`config.mk`:
```
export PLATFORM = sky130hd
export DESIGN_NAME = nucleotide_pattern_finder_unit
export DESIGN_NICKNAME = d
export VERILOG_FILES = /design/src/design/npf_pkg.sv /design/src/design/npf_csr_regs.sv /design/src/design/npf_match_core.sv /design/src/design/nucleotide_pattern_finder_unit.sv
export SDC_FILE = /design/constraint.sdc
export NUM_CORES = 1
export LEC_CHECK = 0
export ABC_AREA = 1
export ABC_CLOCK_PERIOD_IN_PS = 5100
export BUFFER_PORTS_ARGS = -buffer_cell sky130_fd_sc_hd__buf_2
export CELL_PAD_IN_SITES_DETAIL_PLACEMENT = 1
export CELL_PAD_IN_SITES_GLOBAL_PLACEMENT = 2
export CORE_ASPECT_RATIO = 1.1
export CORE_MARGIN = 2
export CORE_UTILIZATION = 34
export DETAILED_ROUTE_END_ITERATION = 10
export GPL_ROUTABILITY_DRIVEN = 1
export GPL_TIMING_DRIVEN = 0
export MAX_ROUTING_LAYER = met4
export PLACE_DENSITY_LB_ADDON = 0.1
export SLEW_MARGIN = 20
export SYNTH_ARGS = -nofsm -noshare
export SYNTH_HDL_FRONTEND = slang
export SYNTH_SLANG_ARGS = --single-unit
```
`constraint.sdc`:
```
create_clock -name clock -period 5.1 [get_ports clock]
set_input_delay 0.255 -clock clock [delete_from_list [all_inputs] [get_ports clock]]
set_output_delay 0.255 -clock clock [all_outputs]
set_load 0.02 [all_outputs]
```
`src/design/npf_pkg.sv`:
```
// Package for the nucleotide pattern finder: shared constants, types and
// the symbol decoder. Depends on nothing; every other design file imports it.
package npf_pkg;

   // Fixed widths of the register and result fields.
   localparam int WINDOW_W      = 32;
   localparam int LENGTH_W      = 5;
   localparam int SYMBOL_W      = 8;
   localparam int POSITION_OUT_W = 16;
   localparam int COUNT_W       = 16;
   localparam int CSR_INDEX_W   = 4;

   // Longest pattern the window can hold, and the cap actually applied.
   localparam int MAX_PATTERN   = 16;
   localparam int LENGTH_CAP    = (MAX_PATTERN < 16) ? ((MAX_PATTERN < 1) ? 1 : MAX_PATTERN)
                                                     : 16;

   localparam int MAX_SEQUENCE_DEFAULT = 65536;

   // Register indexes of the configuration port.
   localparam logic [CSR_INDEX_W-1:0] CSR_PATTERN        = CSR_INDEX_W'(0);
   localparam logic [CSR_INDEX_W-1:0] CSR_PATTERN_LENGTH = CSR_INDEX_W'(1);

   // ASCII codes of the valid nucleotides.
   localparam logic [SYMBOL_W-1:0] SYM_A = 8'h41;
   localparam logic [SYMBOL_W-1:0] SYM_C = 8'h43;
   localparam logic [SYMBOL_W-1:0] SYM_G = 8'h47;
   localparam logic [SYMBOL_W-1:0] SYM_T = 8'h54;

   // Two-bit nucleotide codes.
   localparam logic [1:0] NUC_A = 2'd0;
   localparam logic [1:0] NUC_C = 2'd1;
   localparam logic [1:0] NUC_G = 2'd2;
   localparam logic [1:0] NUC_T = 2'd3;

   typedef struct packed {
      logic [WINDOW_W-1:0] pattern;
      logic [LENGTH_W-1:0] length;   // already clamped to 1..LENGTH_CAP
   } cfg_type;

   typedef struct packed {
      logic                      match_found;
      logic [POSITION_OUT_W-1:0] match_start;
      logic [COUNT_W-1:0]        match_total;
      logic                      bad_symbol;
      logic                      sequence_done;
   } result_type;

   typedef struct packed {
      logic       valid;
      logic [1:0] code;
   } nucleotide_type;

   function automatic nucleotide_type decode_symbol(input logic [SYMBOL_W-1:0] sym);
      nucleotide_type n;
      n.valid = 1'b1;
      n.code  = NUC_A;
      unique case (sym)
         SYM_A:   n.code = NUC_A;
         SYM_C:   n.code = NUC_C;
         SYM_G:   n.code = NUC_G;
         SYM_T:   n.code = NUC_T;
         default: n.valid = 1'b0;
      endcase
      return n;
   endfunction

endpackage

```
`src/design/npf_csr_regs.sv`:
```
// Configuration registers of the nucleotide pattern finder: pattern and
// pattern length, with the length clamped to the supported range. Uses npf_pkg.
module npf_csr_regs
   import npf_pkg::*;
(
   input  logic                   clock,
   input  logic                   reset,
   input  logic                   csr_valid,
   output logic                   csr_ready,
   input  logic [CSR_INDEX_W-1:0] csr_index,
   input  logic [WINDOW_W-1:0]    csr_data,
   output cfg_type                cfg
);

   logic [WINDOW_W-1:0] pattern_ff, pattern_in;
   logic [LENGTH_W-1:0] length_ff, length_in;

   assign csr_ready = 1'b1;

   always_comb begin
      pattern_in = pattern_ff;
      length_in  = length_ff;
      if (csr_valid) begin
         unique case (csr_index)
            CSR_PATTERN:        pattern_in = csr_data;
            CSR_PATTERN_LENGTH: length_in  = csr_data[LENGTH_W-1:0];
            default: ;
         endcase
      end
   end

   always_ff @(posedge clock) begin
      if (reset) begin
         pattern_ff <= '0;
         length_ff  <= LENGTH_W'(1);
      end else begin
         pattern_ff <= pattern_in;
         length_ff  <= length_in;
      end
   end

   // A length of zero acts as one; anything past the cap acts as the cap.
   always_comb begin
      cfg.pattern = pattern_ff;
      if (length_ff == '0) begin
         cfg.length = LENGTH_W'(1);
      end else if (length_ff > LENGTH_W'(LENGTH_CAP)) begin
         cfg.length = LENGTH_W'(LENGTH_CAP);
      end else begin
         cfg.length = length_ff;
      end
   end

endmodule

```
`src/design/npf_match_core.sv`:
```
// Input register, sequence state, window compare and result register of the
// nucleotide pattern finder. Uses npf_pkg types and the symbol decoder.
module npf_match_core
   import npf_pkg::*;
#(
   parameter int MAX_SEQUENCE = MAX_SEQUENCE_DEFAULT
)
(
   input  logic                clock,
   input  logic                reset,
   input  cfg_type             cfg,
   input  logic                req_valid,
   output logic                req_ready,
   input  logic [SYMBOL_W-1:0] req_symbol,
   input  logic                req_end,
   output logic                rsp_valid,
   input  logic                rsp_ready,
   output result_type          rsp
);

   localparam int PW = $clog2(MAX_SEQUENCE + 1);
   localparam int CW = (PW + 1 > 17) ? PW + 1 : 17;

   logic                s1_valid_ff, s1_valid_in;
   logic [SYMBOL_W-1:0] s1_symbol_ff;
   logic                s1_end_ff;

   logic                out_valid_ff, out_valid_in;
   result_type          result_ff, result_in;

   logic [WINDOW_W-1:0] window_ff, window_in;
   logic [PW-1:0]       pos_ff, pos_in;
   logic [PW-1:0]       earliest_ff, earliest_in;
   logic [COUNT_W-1:0]  count_ff, count_in;

   logic                advance;
   nucleotide_type      nuc;
   logic                take;
   logic                hit;
   logic [WINDOW_W-1:0] window_new;
   logic [5:0]          shift;
   logic [WINDOW_W-1:0] hi_mask;
   logic [WINDOW_W-1:0] pat_hi;
   logic [CW-1:0]       pos_next_x;
   logic [CW-1:0]       len_x;
   logic [CW-1:0]       start_x;
   logic [COUNT_W-1:0]  count_new;

   // The item in the input register moves on when the result register is
   // free or is being emptied in the same cycle.
   assign advance   = s1_valid_ff && (!out_valid_ff || rsp_ready);
   assign req_ready = !s1_valid_ff || advance;
   assign rsp_valid = out_valid_ff;
   assign rsp       = result_ff;

   always_comb begin
      nuc        = decode_symbol(s1_symbol_ff);
      take       = nuc.valid && (pos_ff < PW'(MAX_SEQUENCE));
      window_new = {nuc.code, window_ff[WINDOW_W-1:2]};
      // The newest 2*length bits sit at the top of the window; align the
      // pattern to them.
      shift      = 6'(7'd32 - {1'b0, cfg.length, 1'b0});
      hi_mask    = {WINDOW_W{1'b1}} << shift;
      pat_hi     = cfg.pattern << shift;
      pos_next_x = CW'(pos_ff) + CW'(1);
      len_x      = CW'(cfg.length);
      start_x    = pos_next_x - len_x;
      hit        = take && (pos_next_x >= len_x) && (start_x >= CW'(earliest_ff))
                   && ((window_new & hi_mask) == pat_hi);

      count_new  = count_ff;
      if (hit && (count_ff != {COUNT_W{1'b1}})) begin
         count_new = count_ff + COUNT_W'(1);
      end

      window_in   = window_ff;
      pos_in      = pos_ff;
      earliest_in = earliest_ff;
      count_in    = count_new;
      if (take) begin
         window_in = window_new;
         pos_in    = PW'(pos_next_x);
      end
      if (hit) begin
         earliest_in = PW'(pos_next_x);
      end
      if (s1_end_ff) begin
         window_in   = '0;
         pos_in      = '0;
         earliest_in = '0;
         count_in    = '0;
      end

      result_in.match_found = hit;
      if (!hit) begin
         result_in.match_start = '0;
      end else if (start_x > CW'(16'hFFFF)) begin
         result_in.match_start = {POSITION_OUT_W{1'b1}};
      end else begin
         result_in.match_start = POSITION_OUT_W'(start_x);
      end
      result_in.match_total   = count_new;
      result_in.bad_symbol    = !nuc.valid;
      result_in.sequence_done = s1_end_ff;

      s1_valid_in  = (s1_valid_ff && !advance) || (req_valid && req_ready);
      out_valid_in = advance || (out_valid_ff && !rsp_ready);
   end

   always_ff @(posedge clock) begin
      if (reset) begin
         s1_valid_ff  <= 1'b0;
         out_valid_ff <= 1'b0;
         window_ff    <= '0;
         pos_ff       <= '0;
         earliest_ff  <= '0;
         count_ff     <= '0;
      end else begin
         s1_valid_ff  <= s1_valid_in;
         out_valid_ff <= out_valid_in;
         if (advance) begin
            window_ff   <= window_in;
            pos_ff      <= pos_in;
            earliest_ff <= earliest_in;
            count_ff    <= count_in;
         end
      end
   end

   always_ff @(posedge clock) begin
      if (req_valid && req_ready) begin
         s1_symbol_ff <= req_symbol;
         s1_end_ff    <= req_end;
      end
      if (advance) begin
         result_ff <= result_in;
      end
   end

endmodule

```
`src/design/nucleotide_pattern_finder_unit.sv`:
```
// Top level of the nucleotide pattern finder: stream ports, configuration
// port and port packing. Uses npf_pkg, npf_csr_regs and npf_match_core.
//
// Usage:
//   req_* carries one ASCII character per transaction in req_tdata; req_tlast
//   marks the final character of a sequence. rsp_* returns one result per
//   character: match start and running match total in rsp_tdata, match and
//   bad-character flags in rsp_tuser, and rsp_tlast echoing the end of the
//   sequence. csr_* writes the pattern (index 0) and the pattern length
//   (index 1); csr_ready is always high. Write registers only while idle.
//   An accepted request passes the input register and then the result
//   register before rsp_tvalid, with a single compare of the 32-bit window
//   in between; one character is taken every cycle while rsp_tready is high.
//   When the receiver stalls, the result register holds and one more request
//   is taken into the input register; then req_tready drops until rsp_tready.
//   Reset sets pattern to 0, length to 1 and clears all sequence state; the
//   transaction with tlast set also clears the sequence state after its
//   result is formed.
module nucleotide_pattern_finder_unit
   import npf_pkg::*;
#(
   parameter int MAX_SEQUENCE = MAX_SEQUENCE_DEFAULT
)
(
   input  logic                   clock,
   input  logic                   reset,
   input  logic                   req_tvalid,
   output logic                   req_tready,
   input  logic [7:0]             req_tdata,   // [7:0] symbol
   input  logic                   req_tlast,
   output logic                   rsp_tvalid,
   input  logic                   rsp_tready,
   output logic [31:0]            rsp_tdata,   // [15:0] match_start, [31:16] match_total
   output logic [1:0]             rsp_tuser,   // [0] match_found, [1] bad_symbol
   output logic                   rsp_tlast,
   input  logic                   csr_valid,
   output logic                   csr_ready,
   input  logic [CSR_INDEX_W-1:0] csr_index,
   input  logic [WINDOW_W-1:0]    csr_data
);

   cfg_type    cfg;
   result_type rsp;

   npf_csr_regs u_csr_regs (
      .clock     (clock),
      .reset     (reset),
      .csr_valid (csr_valid),
      .csr_ready (csr_ready),
      .csr_index (csr_index),
      .csr_data  (csr_data),
      .cfg       (cfg)
   );

   npf_match_core #(
      .MAX_SEQUENCE (MAX_SEQUENCE)
   ) u_match_core (
      .clock      (clock),
      .reset      (reset),
      .cfg        (cfg),
      .req_valid  (req_tvalid),
      .req_ready  (req_tready),
      .req_symbol (req_tdata),
      .req_end    (req_tlast),
      .rsp_valid  (rsp_tvalid),
      .rsp_ready  (rsp_tready),
      .rsp        (rsp)
   );

   assign rsp_tdata = {rsp.match_total, rsp.match_start};
   assign rsp_tuser = {rsp.bad_symbol, rsp.match_found};
   assign rsp_tlast = rsp.sequence_done;

`ifndef SYNTHESIS
   // A match never ends on a character that was rejected.
   assert property (@(posedge clock) disable iff (reset)
      rsp_tvalid |-> !(rsp_tuser[0] && rsp_tuser[1]))
      else $error("match reported on a bad symbol");

   // A reported match is always counted.
   assert property (@(posedge clock) disable iff (reset)
      (rsp_tvalid && rsp_tuser[0]) |-> (rsp_tdata[31:16] != 16'd0))
      else $error("match reported with a zero total");

   // Without a match the start position reads as zero.
   assert property (@(posedge clock) disable iff (reset)
      (rsp_tvalid && !rsp_tuser[0]) |-> (rsp_tdata[15:0] == 16'd0))
      else $error("start position set without a match");
`endif

endmodule

```
======== Yosys cells after proc, flatten, opt, wreduce, memory -nomap -nowiden ========
Index checks and enable logic that the tools add are counted.
operators by class
  add/sub/neg operators ................... 4
  order comparisons ....................... 5
  equality and inequality tests ........... 7
  shift-type cells ........................ 2
  multiplexer cells ....................... 13
  bitwise gates (word level) .............. 1
  reduce and logical (&&, ||, !) cells .... 27
operator list
  operator                 number
  $mux W17                 4
  $mux W32                 2
  $mux W16                 3
  $and A32 B32 Y32         1
  $eq A32 B32 Y1           1
  $eq A8 B7 Y1 const B     4
  $shl A32 B6 Y32          1
  $shl A32 B6 Y32 const A  1
  $add A17 B1 Y18 const B  1
  $ge A18 B17 Y1           1
  $ge A18 B5 Y1            1
  $gt A18 B16 Y1 const B   1
  $sub A18 B5 Y18          1
  $lt A17 B17 Y1 const B   1
  $add A16 B1 Y16 const B  1
  $ne A16 B16 Y1 const B   1
  $mux W5                  2
  $logic_and A1 B1 Y1      9
  $reduce_and A2 Y1        4
  $pmux W2 S3              1
  $sub A6 B6 Y6 const A    1
  $gt A5 B5 Y1 const B     1
  $logic_not A1 Y1         5
  $logic_not A5 Y1         1
  other kinds (6)          10
word-level totals
  register bits after elaboration ......... 165
  output and inout bits ................... 38
  word-level logic and storage cells ...... 74

======== Logic depth before layout (Yosys ltp) ========
  depth in word-level cells ............... 11
  mapped depth ............................ 33
  mapped depth without buffers ............ 32

======== By module ========
Synthesis repeated with hierarchy kept, for this count alone.
unflattened totals
  cell total of the unflattened synthesis .. 1665
  area total of the unflattened synthesis .. 10901.7 um2
by module, submodules not included
  module          instances  cells an instance  area an instance (um2)
  npf_match_core  1          1345               8894.8
  npf_csr_regs    1          320                2006.9

======== Worst setup path after synthesis ========
No wires, ideal clock.
  kind .................................... register to register
  start ................................... reg u_match_core.pos_ff[0]
  end ..................................... reg u_match_core.earliest_ff[6]
  library setup time ...................... 0.116 ns
  arrival ................................. 4.095 ns
  path slack .............................. 0.888 ns
  stages on the path, launching flop included .. 30
  path buffers ............................ 1
  clock period less this slack ............ 4.212 ns
  cell sequence ........................... dfxtp_1 > ha_1 > nand2_1 > nor2_2 > xor2_1 > inv_1 > ha_1 > a21oi_1 > nand3_1 > nor2_1 > nand4_1 > nor2_1 > nand2_1 > xor2_1 > ha_1 > a21oi_1 > nor2_1 > a211oi_1 > nand2_1 > nand2_1 > nand2_1 > a21oi_1 > nand2_2 > nand3_1 > nor2_4 > o21ai_4 > inv_2 > buf_6 > nor2_1 > nor2_1
on the way
  cells in the longest elaborated chain, start to end .. 7
  elaborated cells between the ends (all ways) .. 13
  those cells by class .................... 2 x add/sub; 3 x order compare; 2 x mux; 6 x reduce/logical
RTL lines
  what                                                   RTL line                                    RTL
  start, declared                                        npf_match_core.sv:32                        logic [PW-1:0] pos_ff, pos_in;
  start signal, assigned                                 npf_match_core.sv:123                       pos_ff <= pos_in;
  $add A17 B1 Y18 or $lt A17 B17 Y1 (tied branches)      npf_match_core.sv:65, npf_match_core.sv:58
  $sub A18 B5 Y18, or another cell as far along          npf_match_core.sv:67                        start_x = pos_next_x - len_x;
  $ge A18 B17 Y1 or $logic_and A1 B1 Y1 (tied branches)  npf_match_core.sv:68                        hit = take && (pos_next_x >= len_x) && (start_x >= CW'(earliest_ff))
  $logic_and A1 B1 Y1                                    npf_match_core.sv:68
  $logic_and A1 B1 Y1                                    npf_match_core.sv:69                        && ((window_new & hi_mask) == pat_hi);
  $reduce_bool A2 Y1 (no source line)                    --
  $reduce_and A2 Y1 (no source line)                     --
  end signal, assigned                                   npf_match_core.sv:124                       earliest_ff <= earliest_in;
  end, declared                                          npf_match_core.sv:33                        logic [PW-1:0] earliest_ff, earliest_in;
Parallel ways exist; a longest one is shown, timed or not. The select of a mux whose other input is x is not followed.
A chain may end at the register's enable or synchronous reset.

======== Final worst setup path ========
  start ................................... reg u_csr_regs.length_ff[2]
  end ..................................... reg u_match_core.result_ff, in the netlist u_match_core.rsp[26], data pin
on the way
  cells in the longest elaborated chain, start to end .. 8
  elaborated cells between the ends (all ways) .. 17
  those cells by class .................... 2 x add/sub; 4 x order compare; 1 x eq/ne; 2 x shift; 3 x mux; 1 x bitwise; 4 x reduce/logical
RTL lines
  what                    RTL line               RTL
  start, declared         npf_csr_regs.sv:16     logic [LENGTH_W-1:0] length_ff, length_in;
  start signal, assigned  npf_csr_regs.sv:38     length_ff <= length_in;
  $gt A5 B5 Y1            npf_csr_regs.sv:47     end else if (length_ff > LENGTH_W'(LENGTH_CAP)) begin
  $mux W5                 npf_csr_regs.sv:47
  $mux W5 *               npf_csr_regs.sv:45     if (length_ff == '0) begin
  $sub A6 B6 Y6           npf_match_core.sv:62   shift = 6'(7'd32 - {1'b0, cfg.length, 1'b0});
  $shl A32 B6 Y32         npf_match_core.sv:63   hi_mask = {WINDOW_W{1'b1}} << shift;
  $and A32 B32 Y32        npf_match_core.sv:69
  $eq A32 B32 Y1          npf_match_core.sv:69
  $logic_and A1 B1 Y1     npf_match_core.sv:69
  end signal, assigned    npf_match_core.sv:136  result_ff <= result_in;
  end, declared           npf_match_core.sv:29   result_type result_ff, result_in;
Mark *: on every way between the ends. The rest lies on a longest branch, timed or not.

==> flow_summary.ini <==
[outcome]
status = completed

[placed_design]
placed_cell_area_mm2 = 0.0113
hpwl_mm = 29.0
port_buffers = 85
globalplace.congestion = 0.884

[worst_hold_path]
min-delay-start = req_tvalid
min_path_type = in2reg
whs_path_depth = 3
holdPathEnd = u_match_core.s1_valid_ff

[worst_setup_path]
critPathBufInv = 5
r2r_setup_slack_ns = 0.35
arrival_ns = 4.94
reg2reg_depth = 26
crit_top_cell = nand2_1
crit_fanout = 11
worstReg2RegStart = u_csr_regs.length_ff[2]
path_delay_family = simple AND/OR/NAND/NOR gates
cp-start-kind = register
rr_endpoint = u_match_core.rsp[26]
worstSetupPathType = reg2reg
max_stage_delay_ns = 0.37
cp_slowest_cell = clkbuf_1
cp-end-kind = register
required_ns = 5.29

[finish]
final_layout_size_suffix_gt1_share_pct = 11.8
insertedDiodeCount = 0
fillers = 3888
final_core_util_pct = 40.9
areaGrowthSynthToFinish_pct = 17.7
fin_area_mm2 = 0.0122
multi_input_area_mm2 = 0.00572
nets = 1784
layout_commonest_cell = nand2_1
final_cell_mix = nand2_1 (400), nor2_1 (212), nand3_1 (203)
register_area_mm2 = 0.00371

[timing]
slew_violations = 0
whs_ns = 0.0614
skew_ns = 0.0136
max_clock_freq_mhz = 211
layout_min_cycle_time_ns = 4.75
min_period_over_period_pct = 93.1
setup_violations = 0
slew_headroom_pct = 31.7
hold_viol_final = 0
worst_pin_slew_ns = 1.02

[routing]
drcViolationCount = 0
postRouteAntennaNets = 0
first_pass_iters = 5
drt_iter0_drc = 436
drt-total-wl_mm = 36.4
viasPerCell = 5.08
wl_per_cell_um = 17.4
vias = 10600

[floorplanning]
core_mm2 = 0.0297
io_pins = 88
die_h_um = 187
num_rows = 66
die_area_mm2 = 0.0318
die_w_um = 170
initial_core_util_pct = 34.8

[run]
max-cap-violations = 0

[global_route]
grt_pass1_wl_mm = 58.2
track_usage_pct = 24.0
overflow = 0
antenna_found_initial = 0
grt_max_degree = 22
grt_pass1_vias = 11000

[synth]
synthDistinctLibCells = 42
ys_ff_latch = 163
synth_area_per_cell_um2 = 6.55
syn_inst = 1577
syn_nets = 1655
yosysWarnings = 0
synthMuxAreaShare_pct = 0
syn_area_mm2 = 0.0103
synth_compound_area_share_pct = 11.4
synthSimpleGateAreaFrac_pct = 37.0
synth-xor-area-share_pct = 2.71
synth_fa_ha_area_share_pct = 3.46
synth_top_family_by_area = simple AND/OR/NAND/NOR gates
seq_area_frac_synth_pct = 35.8

[pwr]
power_leakage_nw = 5.42
irDropWorstVdd_uv = 179
p_per_area_mw_per_mm2 = 280

[clock_network]
htree_levels = 4
numCtsBuffers = 17
worstSkewPairLatency_ns = 0.45
cts_max_path_buffers = 2
cts_sinks = 163
path_clk_slew_ns = 0.07
clock-root-buffer = clkbuf_16
cts_tree = yes
## metrics by stage
stage / setup slack (ns) / total power [mW] / TNS (ns) / std cells
detailed placement: -0.184 / 1.99 / -3.29 / 2037
global placement: -0.164 / 1.97 / -2.04 / 2036
floorplan: 0.888 / 1.80 / 0 / 1577
finish: 0.351 / 3.41 / 0 / 2093
global route: -0.0488 / 3.57 / -0.331 / 2093
CTS: 0.00753 / 3.40 / 0 / 2079
## area by class of cell
| type | count | share of cell area [%] |
|---|---|---|
| flip-flops and latches | 163 | 30.5 |
| inverters | 182 | 5.62 |
| multi-input cells | 1169 | 47.1 |
| clock inverters | 15 | 1.58 |
| clock buffers | 17 | 3.50 |
| well taps | 374 | 3.85 |
| repair buffers | 110 | 5.39 |
| plain buffers | 63 | 2.51 |
## how the worst max path moves through the flow
| stage | startpoint | to | slack [ns] | cells past startpoint |
|---|---|---|---|---|
| 6_report | u_csr_regs.length_ff[2] | u_match_core.rsp[26] | 0.35 | 26 |
| 2_1_floorplan | u_match_core.pos_ff[0] | u_match_core.earliest_ff[6] | 0.89 | 29 |
| 3_3_place_gp | u_match_core.pos_ff[0] | u_match_core.earliest_ff[12] | -0.16 | 29 |
| 4_1_cts | u_match_core.pos_ff[0] | u_match_core.count_ff[14] | 0.008 | 31 |
| 5_1_grt | u_csr_regs.length_ff[2] | u_match_core.count_ff[10] | -0.05 | 30 |
| 3_5_place_dp | u_match_core.pos_ff[0] | u_match_core.count_ff[14] | -0.18 | 30 |
## flip-flops by register name, indices dropped and copies added, names as in the netlist
| signal | count |
|---|---|
| u_match_core.rsp | 35 |
| u_match_core.pos_ff | 17 |
| u_match_core.count_ff | 16 |
| u_match_core.window_ff | 30 |
| u_match_core.s1_symbol_ff | 8 |
| u_csr_regs.length_ff | 5 |
| u_match_core.rsp_valid | 1 |
| u_match_core.earliest_ff | 17 |
| u_match_core.s1_end_ff | 1 |
| u_csr_regs.pattern_ff | 32 |
| u_match_core.s1_valid_ff | 1 |
## synthesized netlist by cell type
cell type  number  share of area [%]
o21ai_0        77                3.7
a21oi_1        91                4.4
nor4_1          5               0.30
or3_1           1              0.061
dfxtp_1       119                 23
nand3_1       204                9.9
xor2_1         24                2.0
nand3b_1       13               0.94
inv_2           9               0.33
o21ai_4         2               0.31
a211oi_1        1              0.073
nand2_4         1               0.11
buf_4           5               0.36
nor2_1        216                7.8
nand4_1        22                1.3
a21oi_2         2               0.17
xnor2_1         8               0.68
and2_1          3               0.18
edfxtp_1       44                 13
nor3_2          1              0.097
or2_2           1              0.061
clkbuf_1       39                1.4
o21ai_1         3               0.15
nor3_1         14               0.68
fa_1            1               0.19
buf_2          15               0.73
o21bai_1        2               0.15
o31ai_1         1              0.073
a31oi_1         1              0.061
conb_1          1              0.036
ha_1           27                3.3
nor2_4          2               0.22
buf_1           1              0.036
o211ai_1        2               0.15
o21a_1          1              0.073
nand3_2         1              0.097
nand2_2         7               0.42
nor2_2          4               0.24
buf_6           3               0.33
a22oi_1        29                2.1
nand2_1       401                 15
inv_1         173                6.3
## metal layers
| layer | vias up | GRT usage [%] | share of wire [%] | routed length, um |
|---|---|---|---|---|
| li1 | 5402 | - | - | - |
| met1 | 5059 | 28.4 | 45 | 16200 |
| met2 | 128 | 42.1 | 51 | 18600 |
| met3 | 53 | 2.62 | 1.7 | 630 |
| met4 | 0 | 8.48 | 2.8 | 1020 |
| met5 | - | - | 0 | 0 |
## logic make-up after synthesis
family	after synthesis
AO/OA/AOI/OAI	212
buffers and inverters	245
XOR/XNOR	32
AND/OR/NAND/NOR	896
flip-flops	163
adder cells (fa/ha/maj)	28
other	1
## timing repair
item / CTS / global route
hold buffers: 9 / 0
endpoints found under the hold margin: 9 / 0
gates cloned: 0 / 1
resized for setup: 7 / 18
endpoints found under the setup margin: 45 / 57
pin swaps: 3 / 10
setup buffers: 1 / 13
## where the power goes
group | internal (mW) | switching, mW | leakage (nW)
Clock | 0.787 | 0.618 | 0.302
Combinational | 0.219 | 0.403 | 3.74
Sequential | 1.36 | 0.0206 | 1.38
Total | 2.37 | 1.04 | 5.42
## worst min-delay path, cell delays in order
cell and delay, ns:
buf_2 0.10, inv_1 0.05, a21oi_1 0.05
Note: power is estimated with default switching activity, not from simulation.
